### src/hdl/b2da_pkg.sv
// Shared constants and types for the binary to decimal ASCII emitter.
`timescale 1ns / 1ps

package b2da_pkg;

    localparam int VALUE_BITS = 32;
    // Decimal digits of the largest value: floor(bits * log10(2)) + 1
    localparam int DIGITS     = (VALUE_BITS * 30103) / 100000 + 1;
    localparam int BCD_W      = DIGITS * 4;
    localparam int BIT_CNT_W  = $clog2(VALUE_BITS + 1);
    localparam int DIG_CNT_W  = $clog2(DIGITS + 1);
    localparam int CHAR_W     = 7;
    localparam int TDATA_IN_W = ((VALUE_BITS + 7) / 8) * 8;
    localparam int TDATA_OUT_W = 8;

    localparam logic [CHAR_W-1:0] CHAR_ZERO    = 7'd48;
    localparam logic [CHAR_W-1:0] CHAR_NEWLINE = 7'd10;

    typedef logic [VALUE_BITS-1:0] value_t;
    typedef logic [BCD_W-1:0]      bcd_t;

    typedef enum logic [2:0] {
        ST_IDLE,
        ST_CONV,
        ST_SKIP,
        ST_EMIT,
        ST_NL
    } back_state_t;

    // Handshake between value queue and conversion back end
    typedef struct packed {
        logic   valid;
        value_t data;
    } queue_out_t;

endpackage

### src/hdl/b2da_queue.sv
// Two-entry value queue between the input port and the converter.
`timescale 1ns / 1ps

module b2da_queue
    import b2da_pkg::*;
(
    input  logic       clk,
    input  logic       rst_n,
    input  logic       push,
    input  value_t     push_data,
    output logic       full,
    input  logic       pop,
    output queue_out_t head
);

    value_t     mem_reg [2];
    logic       wr_ptr_reg;
    logic       wr_ptr_next;
    logic       rd_ptr_reg;
    logic       rd_ptr_next;
    logic [1:0] count_reg;
    logic [1:0] count_next;
    logic       do_push;
    logic       do_pop;

    assign full    = (count_reg == 2'd2);
    assign do_push = push && !full;
    assign do_pop  = pop && (count_reg != 2'd0);

    assign head.valid = (count_reg != 2'd0);
    assign head.data  = mem_reg[rd_ptr_reg];

    always_comb
    begin
        wr_ptr_next = do_push ? ~wr_ptr_reg : wr_ptr_reg;
        rd_ptr_next = do_pop  ? ~rd_ptr_reg : rd_ptr_reg;
        count_next  = count_reg;
        if (do_push && !do_pop)
        begin
            count_next = count_reg + 2'd1;
        end
        else if (do_pop && !do_push)
        begin
            count_next = count_reg - 2'd1;
        end
    end

    always_ff @(posedge clk or negedge rst_n)
    begin
        if (!rst_n)
        begin
            wr_ptr_reg <= 1'b0;
            rd_ptr_reg <= 1'b0;
            count_reg  <= 2'd0;
        end
        else
        begin
            wr_ptr_reg <= wr_ptr_next;
            rd_ptr_reg <= rd_ptr_next;
            count_reg  <= count_next;
        end
    end

    always_ff @(posedge clk)
    begin
        if (do_push)
        begin
            mem_reg[wr_ptr_reg] <= push_data;
        end
    end

endmodule

### src/hdl/b2da_back.sv
// Double dabble converter and character emitter with output register.
`timescale 1ns / 1ps

module b2da_back
    import b2da_pkg::*;
(
    input  logic                   clk,
    input  logic                   rst_n,
    input  queue_out_t             head,
    output logic                   pop,
    output logic                   m_tvalid,
    input  logic                   m_tready,
    output logic [TDATA_OUT_W-1:0] m_tdata,
    output logic                   m_tlast
);

    back_state_t           state_reg;
    back_state_t           state_next;
    value_t                value_reg;
    value_t                value_next;
    bcd_t                  bcd_reg;
    bcd_t                  bcd_next;
    bcd_t                  bcd_adj;
    logic [BIT_CNT_W-1:0]  bit_cnt_reg;
    logic [BIT_CNT_W-1:0]  bit_cnt_next;
    logic [DIG_CNT_W-1:0]  dig_cnt_reg;
    logic [DIG_CNT_W-1:0]  dig_cnt_next;
    logic                  out_valid_reg;
    logic                  out_valid_next;
    logic [CHAR_W-1:0]     out_char_reg;
    logic [CHAR_W-1:0]     out_char_next;
    logic                  out_last_reg;
    logic                  out_last_next;
    logic                  slot_free;
    logic [3:0]            top_digit;

    assign m_tvalid  = out_valid_reg;
    assign m_tdata   = {1'b0, out_char_reg};
    assign m_tlast   = out_last_reg;
    assign slot_free = !out_valid_reg || m_tready;
    assign top_digit = bcd_reg[BCD_W-1 -: 4];

    // add 3 to every digit of 5 or more before the shift
    always_comb
    begin
        for (int i = 0; i < DIGITS; i++)
        begin
            bcd_adj[i*4 +: 4] = (bcd_reg[i*4 +: 4] >= 4'd5) ?
                                bcd_reg[i*4 +: 4] + 4'd3 : bcd_reg[i*4 +: 4];
        end
    end

    always_comb
    begin
        state_next     = state_reg;
        value_next     = value_reg;
        bcd_next       = bcd_reg;
        bit_cnt_next   = bit_cnt_reg;
        dig_cnt_next   = dig_cnt_reg;
        out_valid_next = out_valid_reg && !m_tready;
        out_char_next  = out_char_reg;
        out_last_next  = out_last_reg;
        pop            = 1'b0;

        unique case (state_reg)
            ST_IDLE:
            begin
                if (head.valid)
                begin
                    pop          = 1'b1;
                    value_next   = head.data;
                    bcd_next     = '0;
                    bit_cnt_next = BIT_CNT_W'(VALUE_BITS);
                    state_next   = ST_CONV;
                end
            end
            ST_CONV:
            begin
                bcd_next     = {bcd_adj[BCD_W-2:0], value_reg[VALUE_BITS-1]};
                value_next   = {value_reg[VALUE_BITS-2:0], 1'b0};
                bit_cnt_next = bit_cnt_reg - BIT_CNT_W'(1);
                if (bit_cnt_reg == BIT_CNT_W'(1))
                begin
                    dig_cnt_next = DIG_CNT_W'(DIGITS);
                    state_next   = ST_SKIP;
                end
            end
            ST_SKIP:
            begin
                // drop leading zeros, always keep the units digit
                if (top_digit == 4'd0 && dig_cnt_reg > DIG_CNT_W'(1))
                begin
                    bcd_next     = {bcd_reg[BCD_W-5:0], 4'd0};
                    dig_cnt_next = dig_cnt_reg - DIG_CNT_W'(1);
                end
                else
                begin
                    state_next = ST_EMIT;
                end
            end
            ST_EMIT:
            begin
                if (slot_free)
                begin
                    out_valid_next = 1'b1;
                    out_char_next  = CHAR_ZERO + {3'b000, top_digit};
                    out_last_next  = 1'b0;
                    bcd_next       = {bcd_reg[BCD_W-5:0], 4'd0};
                    dig_cnt_next   = dig_cnt_reg - DIG_CNT_W'(1);
                    if (dig_cnt_reg == DIG_CNT_W'(1))
                    begin
                        state_next = ST_NL;
                    end
                end
            end
            ST_NL:
            begin
                if (slot_free)
                begin
                    out_valid_next = 1'b1;
                    out_char_next  = CHAR_NEWLINE;
                    out_last_next  = 1'b1;
                    state_next     = ST_IDLE;
                end
            end
            default:
            begin
                state_next = ST_IDLE;
            end
        endcase
    end

    always_ff @(posedge clk or negedge rst_n)
    begin
        if (!rst_n)
        begin
            state_reg     <= ST_IDLE;
            out_valid_reg <= 1'b0;
        end
        else
        begin
            state_reg     <= state_next;
            out_valid_reg <= out_valid_next;
        end
    end

    always_ff @(posedge clk)
    begin
        value_reg    <= value_next;
        bcd_reg      <= bcd_next;
        bit_cnt_reg  <= bit_cnt_next;
        dig_cnt_reg  <= dig_cnt_next;
        out_char_reg <= out_char_next;
        out_last_reg <= out_last_next;
    end

endmodule

### src/hdl/binary_to_decimal_ascii_emitter_unit.sv
// Top level: value queue feeding the decimal converter and emitter.
//
// Each 32-bit word on the input is printed as decimal ASCII digits, most
// significant first with leading zeros dropped, then a newline that carries
// tlast. A value is loaded, converted by one double dabble shift per input
// bit, stripped of leading zeros one digit at a time, and then emitted one
// character at a time (digits plus newline). Skipped zeros and digits always
// add up to ten; the single shared shift-add-3 converter works on one value
// at a time. A two-word queue keeps the input open while a value is being
// converted.
`timescale 1ns / 1ps

module binary_to_decimal_ascii_emitter_unit
    import b2da_pkg::*;
(
    input  logic                   clk,
    input  logic                   rst_n,
    input  logic                   s_tvalid,
    output logic                   s_tready,
    input  logic [TDATA_IN_W-1:0]  s_tdata,  // [31:0] value
    output logic                   m_tvalid,
    input  logic                   m_tready,
    output logic [TDATA_OUT_W-1:0] m_tdata,  // [6:0] ascii_char, [7] zero
    output logic                   m_tlast
);

    queue_out_t head;
    logic       pop;
    logic       full;
    logic       first_reg;
    logic       zero_lead_reg;

    assign s_tready = !full;

    b2da_queue u_queue (
        .clk       (clk),
        .rst_n     (rst_n),
        .push      (s_tvalid),
        .push_data (s_tdata[VALUE_BITS-1:0]),
        .full      (full),
        .pop       (pop),
        .head      (head)
    );

    b2da_back u_back (
        .clk      (clk),
        .rst_n    (rst_n),
        .head     (head),
        .pop      (pop),
        .m_tvalid (m_tvalid),
        .m_tready (m_tready),
        .m_tdata  (m_tdata),
        .m_tlast  (m_tlast)
    );

    // run tracking on the output side, used by the checks below
    always_ff @(posedge clk or negedge rst_n)
    begin
        if (!rst_n)
        begin
            first_reg     <= 1'b1;
            zero_lead_reg <= 1'b0;
        end
        else if (m_tvalid && m_tready)
        begin
            first_reg     <= m_tlast;
            zero_lead_reg <= first_reg && !m_tlast && (m_tdata[CHAR_W-1:0] == CHAR_ZERO);
        end
    end

    a_last_is_newline: assert property (@(posedge clk) disable iff (!rst_n)
        m_tvalid && m_tlast |-> m_tdata[CHAR_W-1:0] == CHAR_NEWLINE)
        else $error("closing word is not a newline");

    a_digit_range: assert property (@(posedge clk) disable iff (!rst_n)
        m_tvalid && !m_tlast |->
            m_tdata[CHAR_W-1:0] >= CHAR_ZERO && m_tdata[CHAR_W-1:0] <= CHAR_ZERO + 7'd9)
        else $error("digit word out of range");

    a_no_empty_run: assert property (@(posedge clk) disable iff (!rst_n)
        m_tvalid && first_reg |-> !m_tlast)
        else $error("run without digits");

    a_leading_zero_alone: assert property (@(posedge clk) disable iff (!rst_n)
        m_tvalid && zero_lead_reg |-> m_tlast)
        else $error("leading zero not suppressed");

endmodule

### config.mk
export PLATFORM = sky130hd
export DESIGN_NAME = binary_to_decimal_ascii_emitter_unit
export DESIGN_NICKNAME = d
export VERILOG_FILES = /design/src/hdl/b2da_pkg.sv /design/src/hdl/b2da_queue.sv /design/src/hdl/b2da_back.sv /design/src/hdl/binary_to_decimal_ascii_emitter_unit.sv
export SDC_FILE = /design/constraint.sdc
export NUM_CORES = 1
export LEC_CHECK = 0
export BUFFER_PORTS_ARGS = -buffer_cell sky130_fd_sc_hd__buf_4
export CAP_MARGIN = 10
export CORE_MARGIN = 5
export CORE_UTILIZATION = 65
export CTS_BUF_LIST = sky130_fd_sc_hd__clkbuf_8
export CTS_CLUSTER_SIZE = 20
export DETAILED_ROUTE_END_ITERATION = 7
export PLACE_DENSITY = 0.87
export SYNTH_ARGS = -nofsm -noshare
export SYNTH_HDL_FRONTEND = slang
export SYNTH_HIERARCHICAL = 1
export SYNTH_SLANG_ARGS = --single-unit
### constraint.sdc
create_clock -name clk -period 6.8 [get_ports clk]
set_clock_uncertainty 0.2 [all_clocks]
set_input_delay 1.36 -clock clk [delete_from_list [all_inputs] [get_ports clk]]
set_output_delay 1.36 -clock clk [all_outputs]
set_load 0.01 [all_outputs]
After elaboration in Yosys (flattened, before gate mapping)

Memory sizes are Yosys's and may differ from the RTL's.
Cells that the tools add are included.

Register bits after elaboration: 98
Bits in latches: 0
Bits in writable memories: 64
Memory bits (read-only): 0
Input port bits: 36
Output and inout port bits: 11
Logic and storage cells: 123
Memories: 1

Memory list:

| memory          | words | width | read ports | clocked after Yosys merged registers in | wr ports | RTL line         | text |
|---|---|---|---|---|---|---|---|
| u_queue.mem_reg | 2     | 32    | 1          | 0                                       | 1        | b2da_queue.sv:16 | `value_t mem_reg [2];` |

$add $sub $neg: 15
Multipliers: 0
Div/mod/pow operators: 0
Order comparisons: 11
Equality and inequality tests: 14
Shift-type cells: 0
Multiplexer cells: 43
Bitwise operators: 2
Reductions and logical operators: 26

Operators with widths:

| cell                                                | number |
|---|---|
| case mux 40 bit (4 select lines)                    | 1 |
| two-way mux 40 bit                                  | 3 |
| case mux 32 bit (2 select lines)                    | 1 |
| two-way mux 4 bit                                   | 12 |
| >= comparator 4 x 3 -> 1 bit, second input constant | 10 |
| adder 4 x 2 -> 4 bit, second input constant         | 9 |
| two-way mux 32 bit                                  | 1 |
| two-way mux 3 bit                                   | 7 |
| case mux 3 bit (5 select lines)                     | 1 |
| two-way mux 7 bit                                   | 2 |
| case mux 7 bit (2 select lines)                     | 1 |
| case mux 4 bit (3 select lines)                     | 1 |
| case mux 6 bit (2 select lines)                     | 1 |
| != test 2 x 1 -> 1 bit, second input constant       | 5 |
| two-way mux 1 bit                                   | 8 |
| AND reduction 4 bit                                 | 2 |
| nonzero test 2 bit                                  | 4 |
| adder 6 x 4 -> 7 bit, first input constant          | 1 |
| equality test 3 x 2 -> 1 bit, second input constant | 2 |
| equality test 6 x 1 -> 1 bit, second input constant | 1 |
| logical AND 1 bit                                   | 6 |
| two-way mux 6 bit                                   | 1 |
| AND reduction 6 bit                                 | 1 |
| subtractor 6 x 1 -> 6 bit, second input constant    | 1 |
| 22 further kinds                                    | 29 |

Longest topological paths before layout

Gate-level depths: netlist of the first run.

Depth after elaboration: 7
Gate-level depth with buffers: 7
Gate-level depth less buffers: 7

Cells and area by module

Netlist of the first run, hierarchy kept.

By module, submodules not included:

| module                               | instances | cells each | area an instance (sq um) | seq. area each (sq um) |
|---|---|---|---|---|
| b2da_back                            | 1         | 456        | 4883.4                   | 2742.6 |
| b2da_queue                           | 1         | 119        | 2662.6                   | 2021.9 |
| binary_to_decimal_ascii_emitter_unit | 1         | 1          | 3.8                      | 0.0 |

Worst setup path before layout of the first run

No wires, ideal clock.

Path kind: in2reg
Start: input port m_tready
End: register u_back.bcd_reg[0] (enable)
Library setup time: 0.438 ns
Arrival time: 3.227 ns
Required time: 6.162 ns
Setup slack: 2.935 ns
Stages on the path: 2
Path buffers: 0
Path through: nor2b_1 a311oi_2

Cells in the longest elaborated chain, start to end: 3

RTL lines:

| item                                    | RTL line                                   | text |
|---|---|---|
| from (decl)                             | binary_to_decimal_ascii_emitter_unit.sv:22 | `input logic m_tready,` |
| logical OR 1 bit                        | b2da_back.sv:40                            | `assign slot_free = !out_valid_reg \|\| m_tready;` |
| != test 2 x 1 -> 1 bit (no source line) | -                                          |  |
| AND reduction 4 bit (no source line)    | -                                          |  |
| to (signal assigned)                    | b2da_back.sv:150                           | `bcd_reg <= bcd_next;` |
| to (decl)                               | b2da_back.sv:21                            | `bcd_t bcd_reg;` |

No other way between the ends.
A chain may end at the register's enable or synchronous reset.

Worst setup path in the final report of the first run

Start: register u_queue.count_reg[0]
End: output port s_tready

Cells in the longest elaborated chain, start to end: 2

RTL lines:

| item                   | RTL line                                   | text |
|---|---|---|
| from (decl)            | b2da_queue.sv:21                           | `logic [1:0] count_reg;` |
| from (signal assigned) | b2da_queue.sv:60                           | `count_reg <= count_next;` |
| equality test 2 bit    | b2da_queue.sv:26                           | `assign full = (count_reg == 2'd2);` |
| net full               | binary_to_decimal_ascii_emitter_unit.sv:29 | `logic full;` |
| zero test 1 bit        | binary_to_decimal_ascii_emitter_unit.sv:33 | `assign s_tready = !full;` |
| to (decl)              | binary_to_decimal_ascii_emitter_unit.sv:19 | `output logic s_tready,` |

The timed path passes the listed nets, and every way through them passes these cells.

==> results of run 1 <==
-- worst paths after layout --
check,slack [ps],depth (start not counted),from,to
worst max-delay path,3940,4,u_queue/count_reg[0]$_DFFE_PN0P_,s_tready
worst min register to register,310,1,u_queue/count_reg[1]$_DFFE_PN0P_,u_queue/count_reg[1]$_DFFE_PN0P_
max in group asynchronous,5760,1,rst_n,u_queue/rd_ptr_reg$_DFFE_PN0P_
worst max register to register,3950,6,u_back/dig_cnt_reg[0]$_SDFFCE_PP0P_,u_back/bcd_reg[9]$_DFFE_PP_
worst min-delay path,310,1,u_queue/count_reg[1]$_DFFE_PN0P_,u_queue/count_reg[1]$_DFFE_PN0P_
min in group asynchronous,510,1,rst_n,u_queue/count_reg[0]$_DFFE_PN0P_
-- power by group --
part | internal, uW | switching, uW
Combinational | 697 | 945
Sequential | 1700 | 279
Clock | 353 | 322
-- through the flow --
stage / cell area, um^2 / power (uW) / setup slack [ps] / hold slack (ps)
floorplan: 7550 / 3270 / 2930 / 256
global placement: 7930 / 3500 / 3950 / 274
detailed placement: 7930 / 3630 / 3930 / 298
CTS: 8310 / 4320 / 3900 / 313
global route: 8310 / 4600 / 3830 / 325
finish: 8310 / 4290 / 3940 / 310
-- cell type report --
cell class	count	area share (%)
flip-flops and latches	160	57.3
multi-input cells	362	30.1
repair buffers	49	4.43
clock buffers	17	2.81
well taps	143	2.15
inverters	30	1.35
clock inverters	14	1.81
-- logic make-up (layout without fill, tap and decap cells) --
group | Yosys count | after routing
buffers and inverters | 55 | 110
AND/OR/NAND/NOR | 187 | 187
XOR/XNOR | 26 | 26
multiplexers | 41 | 41
flip-flops | 160 | 160
other | 1 | 2
adder cells (fa/ha/maj) | 25 | 25
AO/OA/AOI/OAI | 81 | 81
-- cell usage in the layout (no fill, tap or decap), drive strengths merged, types with 2 or more instances in the layout --
cell type | synthesis | layout
edfxtp | 152 | 152
nand2 | 116 | 116
buf | 19 | 49
mux2 | 32 | 32
inv | 30 | 31
a21oi | 25 | 25
ha | 25 | 25
nor2 | 23 | 23
o21ai | 20 | 20
xnor2 | 18 | 18
clkbuf | 6 | 17
nand2b | 16 | 16
o22ai | 14 | 14
nor3b | 11 | 11
mux2i | 9 | 9
a22o | 9 | 9
xor2 | 8 | 8
dfrtp | 8 | 8
clkinv | 0 | 8
and2 | 4 | 4
o32ai | 4 | 4
bufinv | 0 | 3
a211oi | 3 | 3
nand3 | 3 | 3
nor3 | 3 | 3
or2 | 3 | 3
clkinvlp | 0 | 2
and4b | 2 | 2
o31a | 2 | 2
nand4 | 2 | 2
conb | 1 | 2
-- layer usage --
metal | routed length [um] | vias to the layer above | part of all wire (%) | track usage (%)
met3 | 655 | 18 | 5.2 | 5.62
met2 | 6500 | 117 | 52 | 31.5
li1 | - | 2138 | - | -
met1 | 5170 | 2151 | 41 | 22.9
met4 | 165 | 0 | 1.3 | 6.88
met5 | 0 | - | 0 | 0
==> flow_summary_export.csv, run 1 <==
group,metric,value,unit
timing,max_slew_margin,31.8,%
grt,grtUsageTotal,18.7,%
yosys,synth_ff_type,"edfxtp_1",
cts,htree_levels,4,
yosys,synth_top_family_by_area,"simple AND/OR/NAND/NOR gates",
worst_setup_path,cp_max_fo,4,
yosys,synth_cell_type_count,45,
grt,antenna_found_initial,0,
worst_setup_path,cp-start-kind,"register",
yosys,netlist_area,7550,um^2
cts,cts.sinks,160,
finish,n_fill_cell,732,
die,coreArea,11400,um^2
yosys,synth-edff-count,152,
die,die_h,118,um
worst_setup_path,crit_arrival,1300,ps
finish,layout-drive-gt1-share,18.8,%
yosys,ys_top_cells_by_area,"edfxtp_1 (60%), mux2_4 (5.8%), nand2_1 (5.7%)",
timing,slew_violations,0,
yosys,synthXorXnorAreaFrac,3.02,%
cts,cts_setup_buffers,0,
place,portBuffers,44,
grt,grt.overflow.total,0,
timing,rsz0062_at_grt,"no",
yosys,yosys.area.top_type,"edfxtp_1",
cts,clockRootBuffer,"clkbuf_8",
power,power.leakage,0.00334,uW
die,fp.dieW,118,um
route,vias_per_cell,5.71,
yosys,synthMuxAreaShare,7.41,%
finish,regArea,4770,um^2
cts,cts_buffer_depth,2,
finish,multiInputGateArea,2500,um^2
finish,post-route-util,72.8,%
worst_setup_path,crit_top_cell,"inv_1",
finish,final_cells,775,
yosys,synthCells,576,
worst_setup_path,critPathSlowestCell,"dfrtp_1",
worst_setup_path,critPathKind,"register to output port",
timing,fin_crit,2860,ps
timing,worst_pin_slew,1020,ps
die,ioPinCount,47,
worst_setup_path,cp_cell_sequence,"nand2b_1, inv_1, inv_1, buf_4",
place,place_inst,744,
cts,cts_buffers,17,
route,drt-total-wl,12500,um
route,first_pass_iters,5,
cts,holdBufCountCts,0,
yosys,synth_top_area_share,60.5,%
cts,clk_latency,450,ps
cts,cts_tree,"yes",
job,max_cap_viol_count,0,
hold_path,hold_class,"register to register",
yosys,synthArstFlopShare,5.00,%
route,drcViolationCount,0,
place,gpl.final_weighted_congestion,0.873,
power,p_per_area,516,nW/um^2
die,dieArea,13900,um^2
place,dp_hpwl,7960,um
worst_setup_path,slowest_delay,420,ps
grt,grt_start_max_net_pins,69,
cts,cts_resized,0,
yosys,ys_seq_area_share,63.1,%
worst_setup_path,worst-path-buf-inv,3,
finish,largest_reg_flops,64,
yosys,synthAdderAreaFrac,4.14,%
timing,finalCritPeriodShare,42.1,%
grt,grt_pass1_vias,4596,
grt,grt_pass1_wl,21100,um
worst_setup_path,cpLargestDelayFamily,"flip-flops",
die,floorplan.initialDensity,66.1,%
timing,hold_viol_final,0,
finish,antennaDiodeCount,0,
yosys,synthTopCellsByCount,"edfxtp_1 (152), nand2_1 (115), inv_1 (30), mux2_4 (29)",
worst_setup_path,end_kind,"output port",
worst_setup_path,required,5240,ps
cts,clk_pin_slew,80,ps
yosys,ys_ff_latch,160,
route,antenna_left,0,
power,ir_worst_vdd,0.000337,V
timing,fmax,349,MHz
timing,setup-tns-final,0,ps
finish,area_growth,10.1,%
yosys,synthSimpleGateAreaFrac,11.4,%
yosys,synth_compound_area_share,6.96,%
run_status,outcome,"finished clean",
route,vias,4424,
timing,setup_viol,0,
finish,fin_nets,681,
yosys,post-synth-top-count-cell,"edfxtp_1",
yosys,yosysWarnings,6,
die,rows,39,
route,drt-initial-drc-count,369,
yosys,syn-mean-instance-area,13.1,um^2
route,avgRoutedWirePerCell,16.1,um
Power figures use the tool's default switching activity.
==> inputs of run 2 (changes only) <==
CORE_UTILIZATION = 57   (was 65)
PLACE_DENSITY = 0.81   (was 0.87)
clock period = 2.5 ns   (was 6.8 ns; I/O delays follow)
==> run 2 against run 1 <==
  * Clock power rose to 3.3 times the previous value
  * Largest cell class unchanged
  * Critical endpoint is now u_back/bcd_reg[12]$_DFFE_PP_
  * Via count up 5.1%
  * First-iteration DRC count down 22%
  * Die area up 13%
  * Sequential power rose to 2.7 times the previous value
  * Cell count up 8.9%
==> flow_summary_export.csv, run 2 (synthesis gave the netlist of run 1 again) <==
group,metric,value,unit
cts,cts_buffers,17,
cts,clk_latency,450,ps
finish,fin_nets,716,
route,antenna_left,0,
place,dp_hpwl,8500,um
grt,antenna_found_initial,0,
route,drt-total-wl,14200,um
grt,grt.overflow.total,0,
worst_setup_path,cp_max_fo,10,
worst_setup_path,end_kind,"register",
finish,area_growth,17.3,%
die,rows,42,
power,ir_worst_vdd,0.000764,V
die,die_h,125,um
die,ioPinCount,47,
finish,post-route-util,67.4,%
power,p_per_area,1430,nW/um^2
cts,htree_levels,4,
place,portBuffers,44,
grt,grt_pass1_wl,22800,um
hold_path,hold_class,"input port to register",
finish,layout-drive-gt1-share,20.8,%
route,first_pass_iters,5,
cts,cts_tree,"yes",
finish,final_cell_mix,"edfxtp_1 (152), nand2_1 (115), buf_4 (57), inv_1 (30), mux2_4 (29)",
timing,max_slew_margin,45.5,%
cts,clk_pin_slew,90,ps
timing,slew_violations,0,
timing,hold_viol_final,0,
die,fp.dieW,125,um
worst_setup_path,reg2reg_from,"u_back/dig_cnt_reg[0]$_SDFFCE_PP0P_",
place,placed_area,8090,um^2
die,coreArea,13100,um^2
finish,stdcell_area,8850,um^2
route,vias,4651,
grt,grt_start_max_net_pins,44,
timing,finalCritPeriodShare,98.6,%
route,vias_per_cell,5.51,
route,drt-initial-drc-count,288,
route,drcViolationCount,0,
worst_setup_path,critPathKind,"register to register",
finish,largest_reg_flops,64,
timing,fin_crit,2470,ps
finish,antennaDiodeCount,0,
place,gpl.final_weighted_congestion,0.779,
worst_setup_path,crit_arrival,2440,ps
route,avgRoutedWirePerCell,16.9,um
job,max_cap_viol_count,0,
worst_setup_path,required,2480,ps
hold_path,hp-start,"s_tdata[10]",
run_status,outcome,"finished clean",
die,floorplan.initialDensity,57.5,%
worst_setup_path,critPathLaunch,"u_back/dig_cnt_reg[0]$_SDFFCE_PP0P_",
cts,cts_buffer_depth,2,
die,dieArea,15600,um^2
finish,final_common_cell,"edfxtp_1",
power,power.leakage,0.00357,uW
worst_setup_path,cp-start-kind,"register",
grt,grt_pass1_vias,4739,
grt,grtUsageTotal,18.1,%
timing,worst_pin_slew,817,ps
cts,cts.sinks,160,
timing,setup_viol,0,
cts,clockRootBuffer,"clkbuf_8",
timing,fmax,405,MHz
run 2: per-stage QoR:
stage | instances | setup TNS (ps) | total power [uW] | hold WS (ps) | worst slack, ps
floorplan | 577 | -21450 | 8900 | 4.41 | -536
global placement | 785 | 0 | 9810 | 120 | 155
detailed placement | 785 | 0 | 10200 | 122 | 86.6
CTS | 825 | 0 | 12500 | 1.21 | 50.4
global route | 844 | -419 | 13500 | -1.49 | -28.8
finish | 844 | 0 | 12600 | 30.9 | 33.8
run 2: worst paths after layout:
kind / to / slack (ps) / cells past startpoint
worst max-delay path: u_back/bcd_reg[12]$_DFFE_PP_ / 30 / 8
worst min-delay path: u_queue/mem_reg[1][10]$_DFFE_PP_ / 30 / 1
worst max register to register: u_back/bcd_reg[12]$_DFFE_PP_ / 30 / 8
worst min register to register: u_queue/count_reg[1]$_DFFE_PN0P_ / 310 / 1
max in group asynchronous: u_queue/rd_ptr_reg$_DFFE_PN0P_ / 1770 / 2
min in group asynchronous: u_queue/rd_ptr_reg$_DFFE_PN0P_ / 190 / 2
run 2: repair_timing:
action                                  4_1_cts  5_1_grt
setup buffers                                 0        4
endpoints found under the setup margin        0       40
resized for setup                             0        1
hold buffers                                  8       13
endpoints found under the hold margin        19       25
run 2: per-layer routing:
layer / vias to the layer above / share of wire [%] / track usage, %
met5: - / 0 / 0
met3: 21 / 4.9 / 4.18
met4: 0 / 1.6 / 7.46
met1: 2270 / 39 / 21.4
li1: 2210 / - / -
met2: 150 / 54 / 31.9
run 2: layout make-up:
cell class,count,area [um^2]
Inverter,30,113
Clock inverter,15,239
Sequential cell,160,4770
Timing Repair Buffer,84,768
Clock buffer,17,234
Multi-Input combinational cell,362,2510
Tap cell,176,220
Fill cell,907,4280
run 2: where the power goes:
| group | switching (uW) | internal (uW) | total, uW |
|---|---|---|---|
| logic | 2880 | 2240 | 5120 |
| clock network | 956 | 1290 | 2240 |
| registers | 652 | 4600 | 5250 |
run 2: critical path: stages (launching register included):
cell	delay, ps
edfxtp_1	420
inv_2	60
ha_2	180
or2_4	260
a2111oi_4	340
a211oi_2	90
a311oi_4	310
buf_4	190
clkbuf_16	150
==> inputs of run 3 (changes only) <==
ABC_AREA = 1   (was unset)
PLACE_DENSITY = 0.8   (was 0.81)
==> run 3 against run 2 <==
  * Sequential power barely moved
  * Wire length fell by 6.5%
  * Critical path depth is the same
  * Power decreased by 3.4%
  * Highest routed layer unchanged
  * Largest cell class unchanged
  * Fmax rose by 12%
  * Hold slack improved by 9.6 ps
  * Worst setup slack improved by 270 ps
==> flow_summary_export.csv, run 3 <==
group,metric,value,unit
run_status,outcome,"finished clean",
finish,final_common_cell,"nand2_1",
yosys,synth_top_area_share,56.8,%
die,floorplan.initialDensity,57.9,%
finish,largest_reg_flops,64,
timing,rsz0062_at_grt,"no",
route,drcViolationCount,0,
route,avgRoutedWirePerCell,13.5,um
worst_setup_path,cp-start-kind,"register",
die,rows,43,
die,ioPinCount,47,
die,coreArea,13900,um^2
worst_setup_path,crit_arrival,2140,ps
yosys,yosysWarnings,6,
finish,layout-drive-gt1-share,21.9,%
grt,grtUsageTotal,17.1,%
timing,hold_viol_final,0,
worst_setup_path,cp_cell_sequence,"inv_1, ha_1, inv_1, nor2_1, nand2_1, nand2_1, and3_2, buf_12",
cts,clockRootBuffer,"clkbuf_8",
job,max_cap_viol_count,0,
yosys,ys_seq_area_share,59.2,%
route,vias,5140,
route,antenna_left,0,
route,first_pass_iters,6,
finish,final_cells,989,
cts,cts_buffer_depth,2,
place,gpl.final_weighted_congestion,0.882,
yosys,synthArstFlopShare,5.00,%
worst_setup_path,cp_max_fo,32,
grt,grt.overflow.total,0,
cts,cts_setup_buffers,0,
worst_setup_path,critPathSlowestCell,"edfxtp_1",
timing,fin_crit,2200,ps
yosys,synthCells,746,
yosys,post-synth-top-count-cell,"nand2_1",
timing,finalCritPeriodShare,88.0,%
yosys,netlist_area,8040,um^2
worst_setup_path,required,2440,ps
finish,area_growth,10.7,%
timing,slew_violations,0,
timing,fmax,455,MHz
power,p_per_area,1370,nW/um^2
hold_path,hold_class,"input port to register",
cts,htree_levels,4,
yosys,synth-edff-count,152,
finish,fin_nets,857,
grt,antenna_found_initial,0,
die,fp.dieW,129,um
yosys,ys_top_cells_by_area,"edfxtp_1 (57%), nand2_1 (9.3%), nand2_4 (4.2%)",
yosys,synth_cell_type_count,37,
place,portBuffers,44,
yosys,yosys.area.top_type,"edfxtp_1",
die,die_h,129,um
worst_setup_path,worst-path-buf-inv,3,
die,dieArea,16600,um^2
cts,cts_tree,"yes",
power,power.leakage,0.00380,uW
finish,antennaDiodeCount,0,
worst_setup_path,slowest_delay,450,ps
cts,cts_buffers,17,
cts,cts.sinks,160,
cts,clk_latency,440,ps
yosys,syn-mean-instance-area,10.8,um^2
grt,grt_start_max_net_pins,64,
yosys,synth_ff_type,"edfxtp_1",
grt,grt_pass1_vias,5138,
place,dp_hpwl,8730,um
finish,final_cell_mix,"nand2_1 (199), edfxtp_1 (152), inv_1 (78), o21ai_0 (51), buf_4 (47)",
place,place_inst,951,
timing,setup_viol,0,
yosys,synthTopCellsByCount,"nand2_1 (199), edfxtp_1 (152), inv_1 (77), o21ai_0 (51), nor2_1 (39)",
timing,setup-tns-final,0,ps
timing,max_slew_margin,61.3,%
worst_setup_path,critPathKind,"register to register",
power,ir_worst_vdd,0.000720,V
yosys,ys_ff_latch,160,
route,drt-initial-drc-count,325,
cts,clk_pin_slew,80,ps
route,vias_per_cell,5.20,
worst_setup_path,end_kind,"register",
route,drt-total-wl,13300,um
grt,grt_pass1_wl,22900,um
worst_setup_path,cpLargestDelayFamily,"simple AND/OR/NAND/NOR gates",
timing,worst_pin_slew,579,ps
-- run 3: routing by layer --
layer,part of all wire (%),routed length (um),vias up,GRT usage [%]
li1,-,-,2573,-
met1,43,5730,2418,20.5
met2,51,6780,133,29.6
met3,4.7,631,16,4.19
met4,1.3,170,0,6.67
met5,0,0,-,0
-- run 3: where the power goes --
| group | switching, uW | internal (uW) | total, uW |
|---|---|---|---|
| sequential | 593 | 4630 | 5220 |
| combinational | 3400 | 1760 | 5160 |
| clock | 931 | 880 | 1810 |
| total | 4930 | 7260 | 12200 |
-- run 3: layout make-up --
| class | instances | area (um^2) |
|---|---|---|
| Inverter | 82 | 315 |
| Timing Repair Buffer | 58 | 513 |
| Fill cell | 1037 | 4980 |
| Clock inverter | 15 | 145 |
| Multi-Input combinational cell | 477 | 2710 |
| Tap cell | 180 | 225 |
| Sequential cell | 160 | 4760 |
| Clock buffer | 17 | 234 |
-- run 3: final timing paths --
| kind | to | cells past startpoint | slack [ps] | from |
|---|---|---|---|---|
| min in group asynchronous | u_back/state_reg[0]$_DFFE_PN0P_ | 2 | 230 | rst_n |
| hold / removal | u_queue/mem_reg[1][10]$_DFFE_PP_ | 1 | 40 | s_tdata[10] |
| setup reg to reg | u_back/bcd_reg[21]$_DFFE_PP_ | 8 | 300 | u_back/bcd_reg[36]$_DFFE_PP_ |
| max in group asynchronous | u_back/m_tvalid$_DFF_PN0_ | 2 | 1730 | rst_n |
| setup / recovery | u_back/bcd_reg[21]$_DFFE_PP_ | 8 | 300 | u_back/bcd_reg[36]$_DFFE_PP_ |
| hold reg to reg | u_queue/wr_ptr_reg$_DFFE_PN0N_ | 2 | 300 | u_queue/wr_ptr_reg$_DFFE_PN0N_ |
-- run 3: timing repair --
item                      4_1_cts  5_1_grt
hold buffers                    1        5
hold endpoints to repair        8        9
resized for setup               0        0
-- run 3: cell families (layout without fill, tap and decap cells) --
logic type	count (synthesis)	in the layout	share of synthesized area, %
fa+ha+maj	25	25	3.89
flops	160	160	59.2
compound gates	92	92	7.23
other cells	1	2	0.0466
simple gates	348	348	21.3
buf+inv	110	172	7.20
xor+xnor	10	10	1.09
-- run 3: worst register-to-register path: cells and delay by family (launching register included) --
| kind | cells | cell delay (ps) |
|---|---|---|
| adder cells (fa/ha/maj) | 1 | 190 |
| AND/OR/NAND/NOR | 4 | 630 |
| buffers and inverters | 3 | 410 |
| flip-flops | 1 | 450 |
-- run 3: through the flow --
stage	power (uW)	worst slack (ps)	area (um^2)	hold WS, ps	util [%]
2_1_floorplan	9320	312	8050	4.41	-
3_3_place_gp	10100	358	8460	131	61.0
3_5_place_dp	10400	335	8460	131	61.0
4_1_cts	12300	306	8850	1.65	63.8
5_1_grt	13200	187	8900	0.960	64.1
6_report	12200	301	8900	40.5	64.1
